**config.mk**
```make
export PLATFORM = sky130hd
export DESIGN_NAME = qte_queue
export DESIGN_NICKNAME = d
export VERILOG_FILES = /design/src/rtl/core/qte_pkg.sv /design/src/rtl/core/qte_queue.sv
export SDC_FILE = /design/constraint.sdc
export NUM_CORES = 1
export LEC_CHECK = 0
export ABC_AREA = 1
export BUFFER_PORTS_ARGS = -buffer_cell sky130_fd_sc_hd__buf_2
export CORE_UTILIZATION = 52
export CTS_CLUSTER_SIZE = 20
export DETAILED_ROUTE_END_ITERATION = 6
export PLACE_DENSITY = 0.87
export SLEW_MARGIN = 0
export SYNTH_ARGS = -nofsm -noshare
export SYNTH_HDL_FRONTEND = slang
export SYNTH_SLANG_ARGS = --single-unit
export TNS_END_PERCENT = 30
```
**constraint.sdc**
```tcl
create_clock -name clk -period 5.7 [get_ports clk]
set_input_delay 1.71 -clock clk [delete_from_list [all_inputs] [get_ports clk]]
set_output_delay 1.71 -clock clk [all_outputs]
set_load 0.01 [all_outputs]
```
**src/rtl/core/qte_pkg.sv**
```systemverilog
// qte_pkg: shared constants, types and helper functions for the quaternion
// to euler angle core. No dependencies.
`timescale 1ns / 1ps
`default_nettype none
package qte_pkg;

  // fixed formats
  localparam int COMPONENT_WIDTH = 16;
  localparam int CORDIC_STEPS    = 16;
  localparam int FRAC            = 30;
  localparam int PROD_W          = 2 * COMPONENT_WIDTH;
  localparam int PROD_SHIFT      = FRAC - 2 * (COMPONENT_WIDTH - 2);
  localparam int SW              = 37;   // product sums, q30
  localparam int TW              = 31;   // unclamped pitch argument, q30
  localparam int CW              = 40;   // cordic x / y
  localparam int ZW              = 34;   // cordic angle, q30
  localparam int SQW             = 64;   // square root working width
  localparam int SQ_STEPS        = 32;
  localparam int QDEPTH          = 4;
  localparam int QAW             = 2;
  localparam int RND_SHIFT       = FRAC - 13;
  localparam int ROUND_ADD       = 1 << (FRAC - 14);
  localparam int HALF_PI_Q30     = 1686629713;
  localparam int PI_Q13          = 25736;
  localparam int HALF_PI_Q13     = 12868;

  // pitch argument class
  typedef enum logic [1:0] {
    PCLS_MID,
    PCLS_POS,
    PCLS_NEG
  } pcls_t;

  // one classified transaction between front and back
  typedef struct packed {
    logic signed [SW-1:0] r0;
    logic signed [SW-1:0] r1;
    logic signed [SW-1:0] y0;
    logic signed [SW-1:0] y1;
    logic signed [TW-1:0] t;
    pcls_t                pcls;
  } qte_item_t;

  // arctangent table, q30
  function automatic logic signed [ZW-1:0] atan_q30(input int i);
    logic [31:0] v;
    case (i)
      0: v = 32'h3243F6A8;  1: v = 32'h1DAC6705;  2: v = 32'h0FADBAFC;
      3: v = 32'h07F56EA6;  4: v = 32'h03FEAB76;  5: v = 32'h01FFD55B;
      6: v = 32'h00FFFAAA;  7: v = 32'h007FFF55;  8: v = 32'h003FFFEA;
      9: v = 32'h001FFFFD;  10: v = 32'h000FFFFF; 11: v = 32'h0007FFFF;
      12: v = 32'h0003FFFF; 13: v = 32'h0001FFFF; 14: v = 32'h0000FFFF;
      15: v = 32'h00007FFF; 16: v = 32'h00003FFF; 17: v = 32'h00001FFF;
      18: v = 32'h00000FFF; 19: v = 32'h000007FF; 20: v = 32'h000003FF;
      21: v = 32'h000001FF; 22: v = 32'h000000FF; 23: v = 32'h0000007F;
      24: v = 32'h0000003F; 25: v = 32'h0000001F; 26: v = 32'h0000000F;
      27: v = 32'h00000008; 28: v = 32'h00000004; 29: v = 32'h00000002;
      30: v = 32'h00000001;
      default: v = 32'h00000000;
    endcase
    return ZW'(v);
  endfunction

  // round half up to q13 and clamp to +-lim
  function automatic logic signed [15:0] sat_q13(input logic signed [ZW-1:0] z,
                                                 input logic signed [ZW-1:0] lim);
    logic signed [ZW-1:0] r;
    r = (z + ZW'(ROUND_ADD)) >>> RND_SHIFT;
    if (r > lim) r = lim;
    else if (r < -lim) r = -lim;
    return r[15:0];
  endfunction

endpackage
`default_nettype wire

```
**src/rtl/core/qte_queue.sv**
```systemverilog
// qte_queue: short register queue between front and back.
// Depends on qte_pkg.
`timescale 1ns / 1ps
`default_nettype none
module qte_queue import qte_pkg::*; (
  input  wire logic       clk,
  input  wire logic       rst_n,
  input  wire logic       push,
  input  wire qte_item_t  push_item,
  input  wire logic       pop,
  output logic            empty,
  output logic [QAW:0]    count,
  output qte_item_t       head
);

  qte_item_t      mem_r [0:QDEPTH-1];
  logic [QAW-1:0] wptr_r, rptr_r;
  logic [QAW:0]   count_r, count_nxt;
  logic           full;

  assign empty = (count_r == '0);
  assign full  = (count_r == (QAW+1)'(QDEPTH));
  assign count = count_r;
  assign head  = mem_r[rptr_r];

  // occupancy
  always_comb begin
    count_nxt = count_r;
    if (push && !pop) count_nxt = count_r + 1'b1;
    else if (pop && !push) count_nxt = count_r - 1'b1;
  end

  always_ff @(posedge clk) begin
    if (!rst_n) begin
      wptr_r  <= '0;
      rptr_r  <= '0;
      count_r <= '0;
    end else begin
      if (push) wptr_r <= wptr_r + 1'b1;
      if (pop) rptr_r <= rptr_r + 1'b1;
      count_r <= count_nxt;
    end
  end

  // storage
  always_ff @(posedge clk) begin
    if (push) mem_r[wptr_r] <= push_item;
  end

  a_no_overflow: assert property (@(posedge clk) disable iff (!rst_n)
    !(push && full && !pop)) else $error("queue overflow");
  a_no_underflow: assert property (@(posedge clk) disable iff (!rst_n)
    !(pop && empty)) else $error("queue underflow");
  a_count_up: assert property (@(posedge clk) disable iff (!rst_n)
    (push && !pop) |=> (count_r == $past(count_r) + 1'b1)) else $error("count slip");
  a_ptr_gap: assert property (@(posedge clk) disable iff (!rst_n)
    (wptr_r - rptr_r) == count_r[QAW-1:0]) else $error("pointer mismatch");

endmodule
`default_nettype wire

```
==> results.py <==
metrics = {
    "outcome": {
        "status": "complete, no violations",
    },
    "timing": {
        "slew_headroom_pct": 32.8,
        "rsz0062_at_grt": "no",
        "setup_viol": 0,
        "worst_pin_slew_ns": 1.01,
        "fin_hold_ws_ns": 0.440,
        "finalCritPeriodShare_pct": 85.4,
        "fin_tns_setup_ns": 0,
        "maxSlewViolCount": 0,
        "fin_ws_ns": 0.831,
        "final.min_clock_period_ns": 4.87,
        "clock.fmax_mhz": 205,
        "final_hold_viol_count": 0,
        "skew_ns": 0.0175,
    },
    "hold_path": {
        "min-delay-start": "rptr_r[1]",
        "min_path_type": "reg -> reg",
        "whs_path_depth": 1,
    },
    "power_and_ir_drop": {
        "swShare_pct": 23.1,
        "power.internal_mw": 9.18,
        "p_leak_nw": 11.0,
        "p_seq_share_pct": 52.2,
        "p_sw_mw": 2.75,
        "clkPwrFrac_pct": 38.9,
        "vdd_drop_max_v": 0.000393,
        "pwr-share-comb_pct": 8.9,
        "total_power_mw": 11.9,
        "power_density_nw_per_um2": 375,
    },
    "placed_design": {
        "dp_hpwl_um": 34300,
        "dp_cells": 2758,
        "gp_congestion": 0.778,
        "numPortBuffers": 369,
        "place_ws_ns": 1.55,
    },
    "flow_run": {
        "drv_cap": 0,
    },
    "die": {
        "io_pins": 370,
        "start_util_pct": 52.8,
        "core_area_sq_um": 51400,
        "dieHeight_um": 230,
        "die_w_um": 230,
        "die_area_sq_um": 53100,
        "placementRows": 83,
    },
    "clocking": {
        "path_clk_slew_ns": 0.06,
        "clk-insertion-delay-late_ns": 0.61,
        "ctsResizeCount": 0,
        "numCtsBuffers": 72,
        "htreeDepth": 3,
        "postCtsHoldBufs": 0,
        "tritoncts": "done",
        "clk_root_buffer_cell": "clkbuf_16",
        "cts.sinks": 733,
        "clockBufferDepth": 3,
        "post_cts_buffers": 0,
    },
    "yosys": {
        "synthesis.nets": 1998,
        "synth_top_cell_by_area": "edfxtp_1",
        "synth_area_sq_um": 27100,
        "synth.avg_cell_area_sq_um": 15.0,
        "yosys.area.top_type_share_pct": 80.1,
        "ys_ff_latch": 733,
        "synthCells": 1807,
        "seq_area_frac_synth_pct": 80.8,
        "yosysWarnings": 0,
        "synth.area.top_cells": "edfxtp_1, nor2_1, o21ai_0",
        "yosysUniqueCellTypes": 20,
    },
    "cells_and_area": {
        "most-common-layout-cells": "edfxtp_1, buf_2, nor2_1, o21ai_0, o22ai_1",
        "nets": 2343,
        "num-fill-cells": 3517,
        "final_common_cell": "edfxtp_1",
        "syn_to_final_growth_pct": 17.3,
        "drive_gt1_share_pct": 22.8,
        "fin_cells": 2890,
    },
    "global_routing": {
        "grt_start_max_net_pins": 182,
        "grt_use_total_pct": 22.8,
        "antenna_found_initial": 8,
        "gr-total-overflow": 0,
        "first_global_vias": 17091,
        "grt_pass1_wl_um": 92800,
    },
    "route": {
        "num_vias": 16807,
        "vias_per_cell": 5.82,
        "wirelength_um": 62000,
        "ant_nets": 0,
        "routedWlPerCell_um": 21.5,
        "drt_pass1_iterations": 5,
        "drc_errors": 0,
        "drtIter0Drc": 1610,
    },
    "critical_path": {
        "cp-start-kind": "register",
        "r2r_cells": 5,
        "rrSetupSlack_ns": 3.44,
        "critical_path_class": "reg -> out",
        "cp.arrival_ns": 3.16,
        "end_kind": "output port",
        "rr_endpoint": "mem_r[0][162]",
        "crit_required_ns": 3.99,
        "path_max_fanout": 81,
        "rr_startpoint": "wptr_r[0]",
    },
}
## logic make-up after synthesis
| group | share of synthesized area, % |
|---|---|
| buf+inv | 2.63 |
| simple gates | 5.26 |
| flops | 80.8 |
| fa+ha+maj | 0.304 |
| compound gates | 11.0 |
## power by group through the flow
stage	logic [mW]	clock network, mW	registers, mW
3_5_place_dp	1.06	0	6.33
4_1_cts	1.07	4.70	6.22
2_1_floorplan	0.582	0	6.35
6_report	1.07	4.64	6.22
3_3_place_gp	1.01	0	6.32
5_1_grt	1.15	4.90	6.23
## per-stage QoR
step | area [sq um] | util [%]
3_5_place_dp | 29500 | 57.4
5_1_grt | 31800 | 61.9
3_3_place_gp | 29500 | 57.4
6_report | 31800 | 61.9
2_1_floorplan | 27100 | -
4_1_cts | 31800 | 61.9
## area by class of cell
class / instances / area (sq um) / share of cell area (%)
sequential: 733 / 21900 / 68.9
multi-input combinational: 938 / 4500 / 14.1
timing repair buffer: 390 / 2130 / 6.69
clock buffer: 84 / 1900 / 5.96
tap: 680 / 851 / 2.67
clock inverter: 39 / 414 / 1.30
inverter: 17 / 96.3 / 0.303
antenna: 9 / 22.5 / 0.0707
## synthesized netlist by cell type
cell / n
edfxtp_1: 724
inv_1: 15
a21oi_1: 4
nor3_1: 1
buf_6: 5
clkbuf_1: 26
o22ai_1: 181
buf_2: 49
buf_4: 22
nand3_1: 1
o21ai_0: 267
nand4_1: 1
dfxtp_1: 9
inv_2: 2
nand2_1: 9
clkbuf_2: 17
o21ai_1: 101
nor2_1: 367
ha_1: 5
fa_1: 1
## worst max path at each step
stage	end	slack (ns)	depth (start not counted)
after floorplan	mem_r[0][0]	-0.05	2
final	head[55]	0.83	5
after global routing	head[42]	0.72	5
after detailed placement	head[42]	1.55	5
after CTS	head[42]	0.90	5
after global placement	head[89]	1.69	5
## layer usage
metal  routed length (um)  vias to the layer above  GRT usage, %
met5                   36                        -             0
met4                 1540                        6          8.07
met3                 5900                      131          6.74
met2                31400                      748          38.9
met1                23100                     8361          27.7
li1                     -                     7561             -
## registers in the layout, indices dropped and copies added (netlist names), named ones only
signal and flops:
wptr_r 2, rptr_r 2, mem_r 724, count 3
## worst max-delay path, cell delays in order, from the launching register on
cell     delay [ns]
dfxtp_4        0.39
buf_4          0.61
buf_4          0.71
o21ai_0        0.22
o22ai_1        0.29
buf_2          0.19
No activity file was read; power rests on OpenSTA's default activity.
